--- src/rtl/xpm_image_decoder_macros.svh ---
// Assertion macros shared by the decoder RTL.
`ifndef XPM_IMAGE_DECODER_MACROS_SVH
`define XPM_IMAGE_DECODER_MACROS_SVH

// The consequent must hold in the same cycle as the antecedent.
`define XID_ASSERT_SAME(lbl, clk, rst_n, ante, cons, msg) \
    lbl: assert property (@(posedge clk) disable iff (!(rst_n)) (ante) |-> (cons)) \
        else $error(msg);

// The consequent must hold in the cycle after the antecedent.
`define XID_ASSERT_NEXT(lbl, clk, rst_n, ante, cons, msg) \
    lbl: assert property (@(posedge clk) disable iff (!(rst_n)) (ante) |=> (cons)) \
        else $error(msg);

`endif

--- src/rtl/xid_pkg.sv ---
package xid_pkg;

    // Default limits of the decoder.
    localparam int MAX_COLOURS_DEF    = 1024;
    localparam int MAX_DIMENSION_DEF  = 2048;
    localparam int MAX_NAME_CHARS_DEF = 4;
    localparam int PALETTE_LIMIT_DEF  = 256;

    // Saturation points of the header values and the line byte counter.
    localparam logic [15:0] HDR_SAT   = 16'hFFFF;
    localparam logic [13:0] COUNT_MAX = 14'h3FFF;

    // Depth of the command queue between the parser and the table unit.
    localparam int QUEUE_DEPTH = 2;

    // Input opcodes.
    typedef enum logic [1:0] {
        OP_BYTE = 2'd0,
        OP_EOL  = 2'd1,
        OP_EOF  = 2'd2,
        OP_NOP  = 2'd3
    } t_opcode;

    // Result kinds.
    localparam logic [2:0] K_COLOUR = 3'd0;
    localparam logic [2:0] K_TABLE  = 3'd1;
    localparam logic [2:0] K_PIXEL  = 3'd2;
    localparam logic [2:0] K_IMAGE  = 3'd3;
    localparam logic [2:0] K_ERROR  = 3'd4;

    // Error codes.
    localparam logic [2:0] ERR_SHORT   = 3'd0;
    localparam logic [2:0] ERR_PARSE   = 3'd1;
    localparam logic [2:0] ERR_SPEC    = 3'd2;
    localparam logic [2:0] ERR_ROW_LEN = 3'd3;
    localparam logic [2:0] ERR_UNKNOWN = 3'd4;

    typedef struct packed {
        logic [1:0] opcode;
        logic [7:0] text_byte;
    } t_in_word;

    typedef struct packed {
        logic [2:0]  kind;
        logic [9:0]  colour_index;
        logic [7:0]  red;
        logic [7:0]  green;
        logic [7:0]  blue;
        logic        direct_mode;
        logic [10:0] column;
        logic [10:0] row_number;
        logic [2:0]  error_code;
        logic [10:0] colours_defined;
        logic        last_of_run;
    } t_out_word;

    // Parser phase.
    typedef enum logic [1:0] {
        PH_HEADER,
        PH_COLOURS,
        PH_ROWS,
        PH_STOP
    } t_phase;

    // Commands handed from the parser to the table unit.
    typedef enum logic [2:0] {
        CMD_FAIL,
        CMD_TABLE,
        CMD_COLOUR,
        CMD_LOOKUP,
        CMD_ROW_END
    } t_cmd_op;

    typedef struct packed {
        t_cmd_op     op;
        logic [31:0] name;
        logic [23:0] rgb;
        logic [10:0] x;
        logic [10:0] row;
        logic [2:0]  code;
        logic        store;
        logic        finish;
        logic        hzero;
        logic        len_ok;
        logic        last_row;
    } t_cmd;

    // Queue handshake between the two halves.
    typedef struct packed {
        logic push;
        logic pop;
    } t_q_ctrl;

    typedef struct packed {
        logic full;
        logic empty;
    } t_q_stat;

    // Table unit sequencer.
    typedef enum logic [1:0] {
        B_IDLE,
        B_READ,
        B_COMPARE,
        B_EMIT
    } t_back_state;

    // Fixed text between a colour name and its hex digits.
    function automatic logic [7:0] mark_char(input logic [1:0] i);
        logic [7:0] c;
        case (i)
            2'd0:    c = 8'h20;
            2'd1:    c = 8'h63;
            2'd2:    c = 8'h20;
            default: c = 8'h23;
        endcase
        return c;
    endfunction

endpackage

--- src/rtl/xid_queue.sv ---
module xid_queue (
    input  logic             i_clk,
    input  logic             i_rst_n,
    input  xid_pkg::t_q_ctrl i_ctrl,
    input  xid_pkg::t_cmd    i_cmd,
    output xid_pkg::t_cmd    o_cmd,
    output xid_pkg::t_q_stat o_stat
);

    localparam int QAW = (xid_pkg::QUEUE_DEPTH > 1) ? $clog2(xid_pkg::QUEUE_DEPTH) : 1;
    localparam int QCW = $clog2(xid_pkg::QUEUE_DEPTH + 1);

    xid_pkg::t_cmd r_slot [xid_pkg::QUEUE_DEPTH];
    logic [QAW-1:0] r_wp, r_rp;
    logic [QCW-1:0] r_fill;
    logic           do_push, do_pop;

    assign o_stat.full  = (r_fill == QCW'(xid_pkg::QUEUE_DEPTH));
    assign o_stat.empty = (r_fill == '0);
    assign o_cmd        = r_slot[r_rp];
    assign do_push      = i_ctrl.push && !o_stat.full;
    assign do_pop       = i_ctrl.pop && !o_stat.empty;

    // Pointer wrap for the command slots.
    function automatic logic [QAW-1:0] bump(input logic [QAW-1:0] p);
        return (p == QAW'(xid_pkg::QUEUE_DEPTH - 1)) ? '0 : p + 1'b1;
    endfunction

    // Command storage.
    always_ff @(posedge i_clk) begin
        if (do_push) begin
            r_slot[r_wp] <= i_cmd;
        end
    end

    // Pointers and fill level.
    always_ff @(posedge i_clk) begin
        if (!i_rst_n) begin
            r_wp   <= '0;
            r_rp   <= '0;
            r_fill <= '0;
        end else begin
            if (do_push) begin
                r_wp <= bump(r_wp);
            end
            if (do_pop) begin
                r_rp <= bump(r_rp);
            end
            if (do_push && !do_pop) begin
                r_fill <= r_fill + 1'b1;
            end else if (do_pop && !do_push) begin
                r_fill <= r_fill - 1'b1;
            end
        end
    end

endmodule

--- config.mk ---
export PLATFORM = sky130hd
export DESIGN_NAME = xid_queue
export DESIGN_NICKNAME = d
export VERILOG_FILES = /design/src/rtl/xpm_image_decoder_macros.svh /design/src/rtl/xid_pkg.sv /design/src/rtl/xid_queue.sv
export SDC_FILE = /design/constraint.sdc
export NUM_CORES = 1
export LEC_CHECK = 0
export BUFFER_PORTS_ARGS = -buffer_cell sky130_fd_sc_hd__buf_2
export CAP_MARGIN = 20
export CELL_PAD_IN_SITES_DETAIL_PLACEMENT = 1
export CELL_PAD_IN_SITES_GLOBAL_PLACEMENT = 1
export CORE_MARGIN = 1.5
export CORE_UTILIZATION = 47
export CTS_CLUSTER_DIAMETER = 120
export DETAILED_ROUTE_END_ITERATION = 16
export PLACE_DENSITY_LB_ADDON = 0.1
export SLEW_MARGIN = 20
export SYNTH_ARGS = -nofsm -noshare
export SYNTH_HDL_FRONTEND = slang
export SYNTH_SLANG_ARGS = --single-unit
--- constraint.sdc ---
create_clock -name i_clk -period 13.3 [get_ports i_clk]
set_input_delay 1.995 -clock i_clk [delete_from_list [all_inputs] [get_ports i_clk]]
set_output_delay 1.995 -clock i_clk [all_outputs]
set_load 0.005 [all_outputs]
==> qor.yml <==
worst_setup_path:
  cp_max_fo: 45
  crit_chain: "buf_4 -> mux2_2 -> buf_2"
  max_stage_delay_ns: 0.73
  worstSetupEndpointType: "primary output"
  arrival_ns: 2.42
  startpoint_type: "flop"
  critPathKind: "flop to primary output"
  critPathRequiredTime_ns: 11.31
  slowest_stage: "dfxtp_4"
sta:
  max_slew_margin_pct: 56.3
  finalHoldViolCount: 0
  fin_tns_setup_ns: 0
  rsz0062_at_grt: "false"
  setup_viol: 0
  fmax_mhz: 226
  slew_violations: 0
  max_slew.worst_pin.slew_ns: 0.655
  whs_ns: 0.521
  finalCritPeriodShare_pct: 33.2
  min_period_ns: 4.42
  finalClockSkew_ns: 0.00701
floorplanning:
  die_y_um: 122
  num_io_pins: 184
  dieArea_mm2: 0.0150
  coreArea_mm2: 0.0139
  die_w_um: 122
  start_util_pct: 48.2
  fp-row-count: 43
route:
  routedWlPerCell_um: 17.9
  postRouteAntennaNets: 0
  vias: 3366
  drt_iter0_drc: 205
  viasPerCell: 4.86
  wl_um: 12400
  drcViolationCount: 0
  dr.pass1.iters: 4
placement:
  routabilityCongestion: 0.699
  dp_hpwl_um: 8280
  port_buffers: 183
logic_synthesis:
  synth.distinct_cells: 22
  syn_area_per_cell_um2: 22.1
  yosysSeqAreaShare_pct: 81.4
  syn_nets: 396
  synth_seq_cells: 183
  netlist_area_mm2: 0.00669
  synthesis.instances: 302
  yosysWarningCount: 0
clocking:
  cts_sinks: 183
  cts_buffer_depth: 2
  cts_made_buffers: 17
  h-tree-depth: 4
  cts-root-buf: "clkbuf_16"
  ctsResizeCount: 0
  cts_tree: "done"
  post_cts_buffers: 0
  clkTransAtPathRegs_ns: 0.06
  postCtsHoldBufs: 0
  insertion_delay_ns: 0.42
global_routing:
  grt_pass1_wl_um: 18700
  antenna_found_initial: 1
  grt_usage_pct: 17.3
  first_global_vias: 3515
  grt_max_degree: 48
  gr-total-overflow: 0
power:
  p_sw_uw: 394
  switching_share_pct: 24.8
  ir_worst_vdd_mv: 0.0978
  p_per_area_mw_per_mm2: 190
  power.static_leakage_nw: 3.15
  power.internal_mw: 1.20
  power.share.combinational_pct: 20.9
  power_frac_seq_pct: 47.9
  clkPwrFrac_pct: 31.1
job:
  cap_violations: 0
hold_path:
  hold_class: "flop to flop"
outcome:
  outcome: "completed"
finish:
  final_nets: 592
  area_growth_syn_to_layout_pct: 25.5
  drive_above_1_share_pct: 60.5
  nFillCells: 1290
synth_stat cells:
cell / count / area, um2
nand2b_1: 1 / 6.26
a21boi_0: 1 / 7.51
nor2_1: 2 / 7.51
dfxtp_1: 5 / 100
ha_1: 1 / 12.5
and3_1: 1 / 6.26
xnor2_1: 2 / 17.5
mux2_4: 10 / 150
mux2_2: 79 / 890
o21ai_0: 1 / 5.00
buf_6: 3 / 33.8
inv_1: 1 / 3.75
a21boi_1: 1 / 7.51
and2_1: 3 / 18.8
xor2_1: 1 / 8.76
o21a_1: 1 / 7.51
or3_1: 1 / 6.26
inv_2: 1 / 3.75
buf_2: 7 / 35.0
edfxtp_1: 178 / 5350
o21ai_1: 1 / 5.00
nor3_2: 1 / 10.0
routing by layer:
metal  wire length (um)  vias up  track usage (%)
li1                   -     1587                -
met1               4850     1656             20.4
met2               6280      109             27.7
met3               1040       14             7.39
met4                203        0             7.41
met5                  0        -                0
logic make-up (layout without fill, tap and decap cells):
logic type / after synthesis / count (layout) / share of synthesized area [%]
AOI/OAI and AO/OA: 5 / 5 / 0.486
adders and majority gates: 1 / 1 / 0.187
DFF: 183 / 183 / 81.4
buffers and inverters: 12 / 221 / 1.14
muxes: 89 / 89 / 15.5
xor gates and xnor gates: 3 / 3 / 0.393
other: 0 / 1 / 0
and+or+nand+nor: 9 / 9 / 0.823
layout by cell type (no fill, tap or decap), types with 2 or more instances in the layout:
cell type | netlist | final
clkinv_1 | 0 | 2
buf_2 | 7 | 183
clkinv_2 | 0 | 4
mux2_4 | 10 | 10
clkinv_4 | 0 | 3
edfxtp_1 | 178 | 178
clkbuf_16 | 0 | 17
bufinv_16 | 0 | 3
and2_1 | 3 | 3
nor2_1 | 2 | 2
clkinvlp_4 | 0 | 2
buf_4 | 0 | 4
xnor2_1 | 2 | 2
dfxtp_1 | 5 | 4
mux2_2 | 79 | 79
sequential cells by signal (all words and copies together), names as in the netlist, named ones only:
name    cells
r_fill      2
r_rp        1
r_slot    178
r_wp        1
path summary, 6_finish.rpt:
kind	to	start	cells past startpoint	slack, ns
max	o_cmd[48]	flop	3	8.88
max reg2reg	r_slot[0][44]	r_fill[0]	5	10.92
min	r_fill[1]	r_fill[1]	2	0.52
min reg2reg	r_fill[1]	r_fill[1]	2	0.52
through the flow:
step | power, mW | std cells | setup slack, ns | util (%) | area [um2]
floorplan | 0.978 | 302 | 7.25 | - | 6690
global placement | 1.11 | 659 | 9.27 | 56.2 | 7800
detailed placement | 1.12 | 659 | 9.28 | 56.2 | 7800
CTS | 1.62 | 691 | 8.81 | 60.5 | 8390
global route | 1.67 | 691 | 8.73 | 60.5 | 8390
finish | 1.59 | 692 | 8.88 | 60.5 | 8400
worst max-delay path, delay by kind of cell (launching register included):
kind | cells | cell delay [ns]
multiplexers | 1 | 0.43
flip-flops | 1 | 0.73
buffers and inverters | 2 | 0.77
power by group through the flow:
| stage | logic [mW] | clock network, mW | registers (mW) |
|---|---|---|---|
| floorplan | 0.220 | 0 | 0.758 |
| global placement | 0.336 | 0 | 0.772 |
| detailed placement | 0.341 | 0 | 0.777 |
| CTS | 0.344 | 0.507 | 0.765 |
| global route | 0.366 | 0.527 | 0.773 |
| finish | 0.333 | 0.496 | 0.763 |
final cells by class:
type / instances / area [um2] / area share [%]
clock buffer: 18 / 429 / 5.11
antenna: 1 / 2.50 / 0.0298
clock inverter: 14 / 159 / 1.89
sequential: 183 / 5450 / 64.9
timing repair buffer: 187 / 946 / 11.3
inverter: 2 / 7.51 / 0.0894
tap: 180 / 225 / 2.68
multi-input combinational: 107 / 1180 / 14.0
(Power assumes the default switching activity.)
