**src/rtl/xpm_image_decoder_macros.svh**
```systemverilog
// Assertion macros shared by the decoder RTL.
`ifndef XPM_IMAGE_DECODER_MACROS_SVH
`define XPM_IMAGE_DECODER_MACROS_SVH

// The consequent must hold in the same cycle as the antecedent.
`define XID_ASSERT_SAME(lbl, clk, rst_n, ante, cons, msg) \
    lbl: assert property (@(posedge clk) disable iff (!(rst_n)) (ante) |-> (cons)) \
        else $error(msg);

// The consequent must hold in the cycle after the antecedent.
`define XID_ASSERT_NEXT(lbl, clk, rst_n, ante, cons, msg) \
    lbl: assert property (@(posedge clk) disable iff (!(rst_n)) (ante) |=> (cons)) \
        else $error(msg);

`endif

```
**src/rtl/xid_pkg.sv**
```systemverilog
package xid_pkg;

    // Default limits of the decoder.
    localparam int MAX_COLOURS_DEF    = 1024;
    localparam int MAX_DIMENSION_DEF  = 2048;
    localparam int MAX_NAME_CHARS_DEF = 4;
    localparam int PALETTE_LIMIT_DEF  = 256;

    // Saturation points of the header values and the line byte counter.
    localparam logic [15:0] HDR_SAT   = 16'hFFFF;
    localparam logic [13:0] COUNT_MAX = 14'h3FFF;

    // Depth of the command queue between the parser and the table unit.
    localparam int QUEUE_DEPTH = 2;

    // Input opcodes.
    typedef enum logic [1:0] {
        OP_BYTE = 2'd0,
        OP_EOL  = 2'd1,
        OP_EOF  = 2'd2,
        OP_NOP  = 2'd3
    } t_opcode;

    // Result kinds.
    localparam logic [2:0] K_COLOUR = 3'd0;
    localparam logic [2:0] K_TABLE  = 3'd1;
    localparam logic [2:0] K_PIXEL  = 3'd2;
    localparam logic [2:0] K_IMAGE  = 3'd3;
    localparam logic [2:0] K_ERROR  = 3'd4;

    // Error codes.
    localparam logic [2:0] ERR_SHORT   = 3'd0;
    localparam logic [2:0] ERR_PARSE   = 3'd1;
    localparam logic [2:0] ERR_SPEC    = 3'd2;
    localparam logic [2:0] ERR_ROW_LEN = 3'd3;
    localparam logic [2:0] ERR_UNKNOWN = 3'd4;

    typedef struct packed {
        logic [1:0] opcode;
        logic [7:0] text_byte;
    } t_in_word;

    typedef struct packed {
        logic [2:0]  kind;
        logic [9:0]  colour_index;
        logic [7:0]  red;
        logic [7:0]  green;
        logic [7:0]  blue;
        logic        direct_mode;
        logic [10:0] column;
        logic [10:0] row_number;
        logic [2:0]  error_code;
        logic [10:0] colours_defined;
        logic        last_of_run;
    } t_out_word;

    // Parser phase.
    typedef enum logic [1:0] {
        PH_HEADER,
        PH_COLOURS,
        PH_ROWS,
        PH_STOP
    } t_phase;

    // Commands handed from the parser to the table unit.
    typedef enum logic [2:0] {
        CMD_FAIL,
        CMD_TABLE,
        CMD_COLOUR,
        CMD_LOOKUP,
        CMD_ROW_END
    } t_cmd_op;

    typedef struct packed {
        t_cmd_op     op;
        logic [31:0] name;
        logic [23:0] rgb;
        logic [10:0] x;
        logic [10:0] row;
        logic [2:0]  code;
        logic        store;
        logic        finish;
        logic        hzero;
        logic        len_ok;
        logic        last_row;
    } t_cmd;

    // Queue handshake between the two halves.
    typedef struct packed {
        logic push;
        logic pop;
    } t_q_ctrl;

    typedef struct packed {
        logic full;
        logic empty;
    } t_q_stat;

    // Table unit sequencer.
    typedef enum logic [1:0] {
        B_IDLE,
        B_READ,
        B_COMPARE,
        B_EMIT
    } t_back_state;

    // Fixed text between a colour name and its hex digits.
    function automatic logic [7:0] mark_char(input logic [1:0] i);
        logic [7:0] c;
        case (i)
            2'd0:    c = 8'h20;
            2'd1:    c = 8'h63;
            2'd2:    c = 8'h20;
            default: c = 8'h23;
        endcase
        return c;
    endfunction

endpackage

```
**src/rtl/xid_front.sv**
```systemverilog
module xid_front #(
    parameter int MAX_COLOURS    = xid_pkg::MAX_COLOURS_DEF,
    parameter int MAX_DIMENSION  = xid_pkg::MAX_DIMENSION_DEF,
    parameter int MAX_NAME_CHARS = xid_pkg::MAX_NAME_CHARS_DEF
) (
    input  logic             i_clk,
    input  logic             i_rst_n,
    input  logic             i_valid,
    output logic             o_stall,
    input  xid_pkg::t_in_word i_data,
    output logic             o_push,
    output xid_pkg::t_cmd    o_cmd,
    input  xid_pkg::t_q_stat i_qstat
);

    xid_pkg::t_phase r_phase, n_phase;
    logic [15:0] r_hv [4];
    logic [15:0] n_hv [4];
    logic [2:0]  r_fpos, n_fpos;
    logic        r_innum, n_innum;
    logic [13:0] r_cnt, n_cnt;
    logic [31:0] r_shift, n_shift;
    logic [23:0] r_hex, n_hex;
    logic        r_ok, n_ok;
    logic [15:0] r_seen, n_seen;
    logic [11:0] r_row, n_row;
    logic [1:0]  r_npos, n_npos;
    logic [11:0] r_x, n_x;

    logic        accept;
    logic [7:0]  b;
    logic [3:0]  dig;
    logic [19:0] prod;
    logic [2:0]  len;
    logic [14:0] p15;
    logic [14:0] len15;
    logic [15:0] wl;
    logic [15:0] seen_n;
    logic [3:0]  hexv;
    logic        hexok;
    logic [2:0]  fpos_e;
    logic [31:0] row_name;
    logic        spec_bad;

    // Value of an ASCII hex digit.
    function automatic logic [4:0] hex_digit(input logic [7:0] c);
        logic [4:0] v;
        if (c >= 8'h30 && c <= 8'h39) begin
            v = {1'b1, 4'(c - 8'h30)};
        end else if (c >= 8'h41 && c <= 8'h46) begin
            v = {1'b1, 4'(c - 8'h37)};
        end else if (c >= 8'h61 && c <= 8'h66) begin
            v = {1'b1, 4'(c - 8'h57)};
        end else begin
            v = 5'd0;
        end
        return v;
    endfunction

    function automatic logic [1:0] fpos_idx();
        return r_fpos[1:0];
    endfunction

    assign o_stall = i_qstat.full;
    assign accept  = i_valid && !i_qstat.full;
    assign b       = i_data.text_byte;
    assign dig     = 4'(b - 8'h30);
    assign len     = r_hv[3][2:0];
    assign p15     = {1'b0, r_cnt};
    assign len15   = 15'(len);
    assign {hexok, hexv} = hex_digit(b);
    assign seen_n  = r_seen + 16'd1;
    assign fpos_e  = (r_innum && r_fpos < 3'd4) ? r_fpos + 3'd1 : r_fpos;
    assign row_name = (r_npos == 2'd0) ? {24'd0, b} : {r_shift[23:0], b};

    // Row length in bytes: width times name length, name length being 1 to 4.
    always_comb begin
        case (len)
            3'd1:    wl = r_hv[0];
            3'd2:    wl = {r_hv[0][14:0], 1'b0};
            3'd3:    wl = {r_hv[0][14:0], 1'b0} + r_hv[0];
            default: wl = {r_hv[0][13:0], 2'b00};
        endcase
    end

    // Header value times ten plus the new digit.
    assign prod = {1'b0, r_hv[fpos_idx()], 3'b000} + {3'b000, r_hv[fpos_idx()], 1'b0}
                + {16'd0, dig};

    assign spec_bad = ({16'd0, r_hv[0]} > 32'(MAX_DIMENSION))
                   || ({16'd0, r_hv[1]} > 32'(MAX_DIMENSION))
                   || ({16'd0, r_hv[2]} > 32'(MAX_COLOURS))
                   || (r_hv[3] == 16'd0)
                   || ({16'd0, r_hv[3]} > 32'(MAX_NAME_CHARS));

    // Parser: classifies each word and turns it into at most one command.
    always_comb begin
        n_phase = r_phase;
        n_hv    = r_hv;
        n_fpos  = r_fpos;
        n_innum = r_innum;
        n_cnt   = r_cnt;
        n_shift = r_shift;
        n_hex   = r_hex;
        n_ok    = r_ok;
        n_seen  = r_seen;
        n_row   = r_row;
        n_npos  = r_npos;
        n_x     = r_x;
        o_push  = 1'b0;
        o_cmd   = '0;
        o_cmd.row = r_row[10:0];
        if (accept && r_phase != xid_pkg::PH_STOP) begin
            unique case (xid_pkg::t_opcode'(i_data.opcode))
                xid_pkg::OP_EOF: begin
                    o_push     = 1'b1;
                    o_cmd.op   = xid_pkg::CMD_FAIL;
                    o_cmd.code = xid_pkg::ERR_SHORT;
                    o_cmd.row  = 11'd0;
                    n_phase    = xid_pkg::PH_STOP;
                end
                xid_pkg::OP_BYTE: begin
                    if (r_cnt != xid_pkg::COUNT_MAX) begin
                        n_cnt = r_cnt + 14'd1;
                    end
                    case (r_phase)
                        xid_pkg::PH_HEADER: begin
                            if (r_fpos < 3'd4 && r_ok) begin
                                if (b >= 8'h30 && b <= 8'h39) begin
                                    if (r_innum) begin
                                        if (r_hv[fpos_idx()] == 16'd0) begin
                                            n_ok = 1'b0;
                                        end else if (prod > {4'd0, xid_pkg::HDR_SAT}) begin
                                            n_hv[fpos_idx()] = xid_pkg::HDR_SAT;
                                        end else begin
                                            n_hv[fpos_idx()] = prod[15:0];
                                        end
                                    end else begin
                                        n_innum          = 1'b1;
                                        n_hv[fpos_idx()] = {12'd0, dig};
                                    end
                                end else if (b == 8'h20 || (b >= 8'h09 && b <= 8'h0D)) begin
                                    if (r_innum) begin
                                        n_innum = 1'b0;
                                        n_fpos  = r_fpos + 3'd1;
                                    end
                                end else begin
                                    n_ok = 1'b0;
                                end
                            end
                        end
                        xid_pkg::PH_COLOURS: begin
                            if (p15 < len15) begin
                                n_shift = {r_shift[23:0], b};
                            end else if (p15 < len15 + 15'd4) begin
                                if (b != xid_pkg::mark_char(2'(p15 - len15))) begin
                                    n_ok = 1'b0;
                                end
                            end else if (p15 < len15 + 15'd10) begin
                                if (!hexok) begin
                                    n_ok = 1'b0;
                                end else begin
                                    n_hex = {r_hex[19:0], hexv};
                                end
                            end
                        end
                        default: begin
                            // Pixel row: collect one name, then hand it for lookup.
                            n_shift = row_name;
                            if (r_npos == 2'(len - 3'd1)) begin
                                n_npos = 2'd0;
                                if ({4'd0, r_x} < r_hv[0]) begin
                                    o_push     = 1'b1;
                                    o_cmd.op   = xid_pkg::CMD_LOOKUP;
                                    o_cmd.name = row_name;
                                    o_cmd.x    = r_x[10:0];
                                end
                                if (r_x != 12'hFFF) begin
                                    n_x = r_x + 12'd1;
                                end
                            end else begin
                                n_npos = r_npos + 2'd1;
                            end
                        end
                    endcase
                end
                xid_pkg::OP_EOL: begin
                    case (r_phase)
                        xid_pkg::PH_HEADER: begin
                            n_fpos = fpos_e;
                            if (!r_ok || fpos_e < 3'd4) begin
                                o_push     = 1'b1;
                                o_cmd.op   = xid_pkg::CMD_FAIL;
                                o_cmd.code = xid_pkg::ERR_PARSE;
                                o_cmd.row  = 11'd0;
                                n_phase    = xid_pkg::PH_STOP;
                            end else if (spec_bad) begin
                                o_push     = 1'b1;
                                o_cmd.op   = xid_pkg::CMD_FAIL;
                                o_cmd.code = xid_pkg::ERR_SPEC;
                                o_cmd.row  = 11'd0;
                                n_phase    = xid_pkg::PH_STOP;
                            end else if (r_hv[2] == 16'd0) begin
                                o_push      = 1'b1;
                                o_cmd.op    = xid_pkg::CMD_TABLE;
                                o_cmd.hzero = (r_hv[1] == 16'd0);
                                n_row       = 12'd0;
                                n_phase     = (r_hv[1] == 16'd0) ? xid_pkg::PH_STOP
                                                                 : xid_pkg::PH_ROWS;
                            end else begin
                                n_phase = xid_pkg::PH_COLOURS;
                            end
                        end
                        xid_pkg::PH_COLOURS: begin
                            o_push       = 1'b1;
                            o_cmd.op     = xid_pkg::CMD_COLOUR;
                            o_cmd.name   = r_shift;
                            o_cmd.rgb    = r_hex;
                            o_cmd.store  = r_ok && (p15 >= len15 + 15'd10);
                            o_cmd.finish = (seen_n >= r_hv[2]);
                            o_cmd.hzero  = (r_hv[1] == 16'd0);
                            n_seen       = seen_n;
                            if (seen_n >= r_hv[2]) begin
                                n_row   = 12'd0;
                                n_phase = (r_hv[1] == 16'd0) ? xid_pkg::PH_STOP
                                                             : xid_pkg::PH_ROWS;
                            end
                        end
                        default: begin
                            o_push         = 1'b1;
                            o_cmd.op       = xid_pkg::CMD_ROW_END;
                            o_cmd.len_ok   = ({2'd0, r_cnt} == wl);
                            o_cmd.last_row = ({4'd0, r_row} + 16'd1 >= r_hv[1]);
                            if ({2'd0, r_cnt} != wl) begin
                                n_phase = xid_pkg::PH_STOP;
                            end else begin
                                n_row = r_row + 12'd1;
                                if ({4'd0, r_row} + 16'd1 >= r_hv[1]) begin
                                    n_phase = xid_pkg::PH_STOP;
                                end
                            end
                        end
                    endcase
                    // Every line mark starts a fresh line.
                    n_cnt   = 14'd0;
                    n_shift = 32'd0;
                    n_hex   = 24'd0;
                    n_ok    = 1'b1;
                    n_innum = 1'b0;
                    n_npos  = 2'd0;
                    n_x     = 12'd0;
                end
                xid_pkg::OP_NOP: begin
                end
                default: begin
                end
            endcase
        end
    end

    // Parser state registers.
    always_ff @(posedge i_clk) begin
        if (!i_rst_n) begin
            r_phase <= xid_pkg::PH_HEADER;
            r_hv    <= '{default: 16'd0};
            r_fpos  <= 3'd0;
            r_innum <= 1'b0;
            r_cnt   <= 14'd0;
            r_shift <= 32'd0;
            r_hex   <= 24'd0;
            r_ok    <= 1'b1;
            r_seen  <= 16'd0;
            r_row   <= 12'd0;
            r_npos  <= 2'd0;
            r_x     <= 12'd0;
        end else begin
            r_phase <= n_phase;
            r_hv    <= n_hv;
            r_fpos  <= n_fpos;
            r_innum <= n_innum;
            r_cnt   <= n_cnt;
            r_shift <= n_shift;
            r_hex   <= n_hex;
            r_ok    <= n_ok;
            r_seen  <= n_seen;
            r_row   <= n_row;
            r_npos  <= n_npos;
            r_x     <= n_x;
        end
    end

endmodule

```
**config.mk**
```make
export PLATFORM = sky130hd
export DESIGN_NAME = xid_front
export DESIGN_NICKNAME = d
export VERILOG_FILES = /design/src/rtl/xpm_image_decoder_macros.svh /design/src/rtl/xid_pkg.sv /design/src/rtl/xid_front.sv
export SDC_FILE = /design/constraint.sdc
export NUM_CORES = 1
export LEC_CHECK = 0
export BUFFER_PORTS_ARGS = -buffer_cell sky130_fd_sc_hd__buf_4
export CAP_MARGIN = 15
export CORE_MARGIN = 2
export CORE_UTILIZATION = 52
export CTS_CLUSTER_DIAMETER = 120
export CTS_CLUSTER_SIZE = 24
export DETAILED_ROUTE_END_ITERATION = 12
export PLACE_DENSITY_LB_ADDON = 0.2
export SLEW_MARGIN = 20
export SYNTH_ARGS = -nofsm -noshare
export SYNTH_HDL_FRONTEND = slang
export SYNTH_SLANG_ARGS = --single-unit
export TNS_END_PERCENT = 1
```
**constraint.sdc**
```tcl
create_clock -name i_clk -period 4.95 [get_ports i_clk]
set_clock_uncertainty 0.2 [all_clocks]
set_input_delay 0.7425 -clock i_clk [delete_from_list [all_inputs] [get_ports i_clk]]
set_output_delay 0.7425 -clock i_clk [all_outputs]
set_load 0.05 [all_outputs]
```
==> results by group <==
Layout
  • Layout net count: about 1900
  • Reg area: approximately 3700 sq um
  • Commonest non-fill, non-tap cells in the layout: dfxtp_1 (175), nand2_1 (173), buf_4 (160), ha_1 (122), a21oi_1 (101)
  • FILL cells: around 2200
  • Fin area: around 15000 sq um
  • Antenna diode count: 0
  • Most common cell after layout, fill and taps aside: dfxtp_1
  • Ratio of cells with drive above 1 in the final layout: ~15%
  • Layout area overhead: 14.1%
  • Area taken by multi-input logic gates: about 8900 sq um

STA
  • Period minus WS final: ~4800 ps
  • Final hold vios: 0
  • Final WS setup: between 100 and 150 ps
  • Worst-margin pin slew: around 1000 ps
  • Final period utilization: 97.5%
  • RSZ-0062 raised after global routing: yes
  • Slew margin rel.: between 30% and 40%
  • Max Slew Vio Count: 0
  • Final setup TNS: 0 ps
  • Final setup fails: 0
  • Fmax: a little over 200 MHz

Floorplanning
  • FP Rows: 58
  • Die area: around 27000 sq um
  • Core Region: ~25000 sq um
  • Starting Density: 52.9%
  • Die W: between 150 and 200 um
  • Die H: 164 um
  • # IOs: between 100 and 150

Power and ir drop
  • Power density over cell area: 198 nW/um^2
  • Total Power: ~3.0 mW
  • Peak supply drop: roughly 0.19 mV
  • Leak Pwr: between 6 and 7 nW

Placed design
  • Post-DP HPWL: 28.6 mm
  • Placed instance area: roughly 15000 sq um
  • Place WS: approximately 38 ps
  • Routability Congestion: ~0.97
  • Port-buffer cells: 103

Route
  • WL/cell: about 18 um
  • Via-per-instance ratio: 6.09
  • 1st-pass router iterations: 8
  • # DRC: 0
  • Detailed Route WL: around 38 mm
  • Initial DRC Count: just under 1000
  • Remaining antenna violation count after routing: 0
  • Via Count: around 13000

Clock tree
  • Sink Count: around 180
  • Root buf cell: clkbuf_16
  • H-tree Lvls: 4
  • Cts bufs inserted: 17
  • CTS tree: done
  • Clk_lat worst skew: between 400 and 500 ps
  • Clock transition at path regs: ~80 ps
  • Clk buf depth: 2

Synth
  • Number of synthesized register bits: ~180
  • Post-synthesis cell area: ~13000 sq um
  • Main synth FF type: dfxtp_1
  • Yosys warns: 0
  • Post-synth EDFFs: 0
  • Post-synthesis async set-or-reset flop share: 0%
  • Syn Area/Cell: roughly 8.2 sq um
  • Post-Syn Instances: around 1600
  • Synth cell types: 89
  • Sequential share of the synthesized area: a little over a quarter
  • Syn_nets: about 1800

Critical path
  • CP max stage delay: ~510 ps
  • Slowest cell on crit path: fa_1
  • CP arrival: between 3000 and 4000 ps
  • Critical path type: reg -> out
  • WP depth: 13
  • CP startpoint kind: register
  • Worst-path maximum fanout: 7
  • CP bufs+invs: 2
  • CP endpoint kind: primary output
  • CP Cell Sequence: ha_1 -> inv_1 -> fa_1 -> nand2b_1 -> a21oi_1 -> or3_1 -> a211oi_1 -> nand4_1 -> nor4_1 -> nand3_1 -> a311oi_4 -> and2_1 -> buf_4
  • CP top delay family: simple AND/OR/NAND/NOR gates
  • Worst EP required: 4010 ps
  • R2R depth: 13

Global routing
  • Grt ovf: 0
  • Antenna violations before repair: 0
  • First-pass GRT wire length: roughly 60 mm
  • Largest net degree at the start of global routing: 63
  • GRT Total Usage: roughly 28%
  • Via count of the first global-routing pass: roughly 12000

Run
  • Number of max-cap violations: 0

Worst hold path
  • Hold Crit Depth: 2
  • Worst Hold Class: reg -> reg

Status
  • Status: complete, no violations
[flip-flops by register name, summed over array words and instances, names as in the netlist]
name / cells
len: 3
r_cnt: 14
r_fpos: 3
r_hex: 24
r_hv: 61
r_innum: 1
r_npos: 2
r_ok: 1
r_phase: 2
r_row: 12
r_seen: 16
r_shift: 32
r_x: 12
[worst paths after layout]
kind,to,slack [ps],startpoint
max,o_cmd[1],120,r_hv[49]
min,r_shift[27],260,r_shift[27]
max reg2reg,r_hv[4],240,r_fpos[0]
min reg2reg,r_shift[27],260,r_shift[27]
[report_power, final]
group	internal (mW)	switching [mW]	total, mW
combinational	0.0543	0.123	0.178
sequential	1.47	0.00703	1.48
clock	0.698	0.662	1.36
[layer usage]
layer	global-route usage [%]	part of all wire (%)	wire, um	vias up
met3	4.49	6.2	2350	65
met2	44.8	46	17700	415
li1	-	-	-	6097
met4	8.89	2.5	945	0
met1	37.8	45	17200	6009
met5	0	0	0	-
[Yosys cell counts (7+ instances only)]
master       n  area (sq um)
inv_1       90           338
nor2_1     100           375
xor2_1      45           394
nor2b_1     28           175
or3_1       11          68.8
buf_2       13          65.1
ha_1       125          1560
a32oi_1      8          70.1
o2bb2ai_1    8          70.1
or2_2        7          43.8
clkbuf_1    67           251
nand2_1    173           649
and3_1      32           200
a21oi_1    102           510
dfxtp_1    183          3660
nand3_1     91           455
mux4_2      16           360
nor3_1      31           155
mux2i_1     13           130
o21bai_1     9          67.6
a22o_1      84           736
a21o_1      26           195
and2_1      34           213
a31oi_1     15          93.8
a21boi_0    29           218
xnor2_1     36           315
o31ai_1     10          75.1
nand2b_1    21           131
o21ai_0     52           260
nor4_1      20           125
nand4_1     26           163
[repair_timing]
action,CTS,global route
hold buffers,0,0
pin swaps,0,2
gates cloned,0,0
gates resized for setup,6,15
setup endpoints to repair,1,56
hold endpoints to repair,0,0
setup buffers,0,4
[metrics by stage]
| stage | std cells | hold WS [ps] | util [%] |
|---|---|---|---|
| 3_3_place_gp | 2030 | 235 | 57.8 |
| 3_5_place_dp | 2030 | 248 | 57.8 |
| 2_1_floorplan | 1635 | 227 | - |
| 6_report | 2066 | 260 | 60.4 |
| 5_1_grt | 2066 | 280 | 60.4 |
| 4_1_cts | 2062 | 260 | 60.2 |
[layout make-up]
type | instances | share of cell area (%)
repair buffers | 163 | 8.23
inverters | 92 | 2.29
flip-flops and latches | 183 | 24.2
clock inverters | 12 | 0.806
clock buffers | 20 | 3.00
well taps | 330 | 2.71
multi-input cells | 1266 | 58.8
[tightest hold or removal path, stage by stage, from the launching register on]
cell and delay [ps]:
dfxtp_1 320, nand2_1 50, a21oi_1 50
[kinds of logic (layout without fill, tap and decap cells)]
| group | count (synthesis) | count (layout) | share of synthesized area, % |
|---|---|---|---|
| AO/OA/AOI/OAI | 418 | 418 | 22.3 |
| AND/OR/NAND/NOR | 605 | 605 | 22.8 |
| flip-flops | 183 | 183 | 27.5 |
| adder cells (fa/ha/maj) | 130 | 130 | 12.5 |
| multiplexers | 31 | 31 | 3.85 |
| other | 1 | 1 | 0.0281 |
| XOR/XNOR | 81 | 81 | 5.32 |
| buffers and inverters | 186 | 287 | 5.70 |
Note: power is estimated with default switching activity, not from simulation.
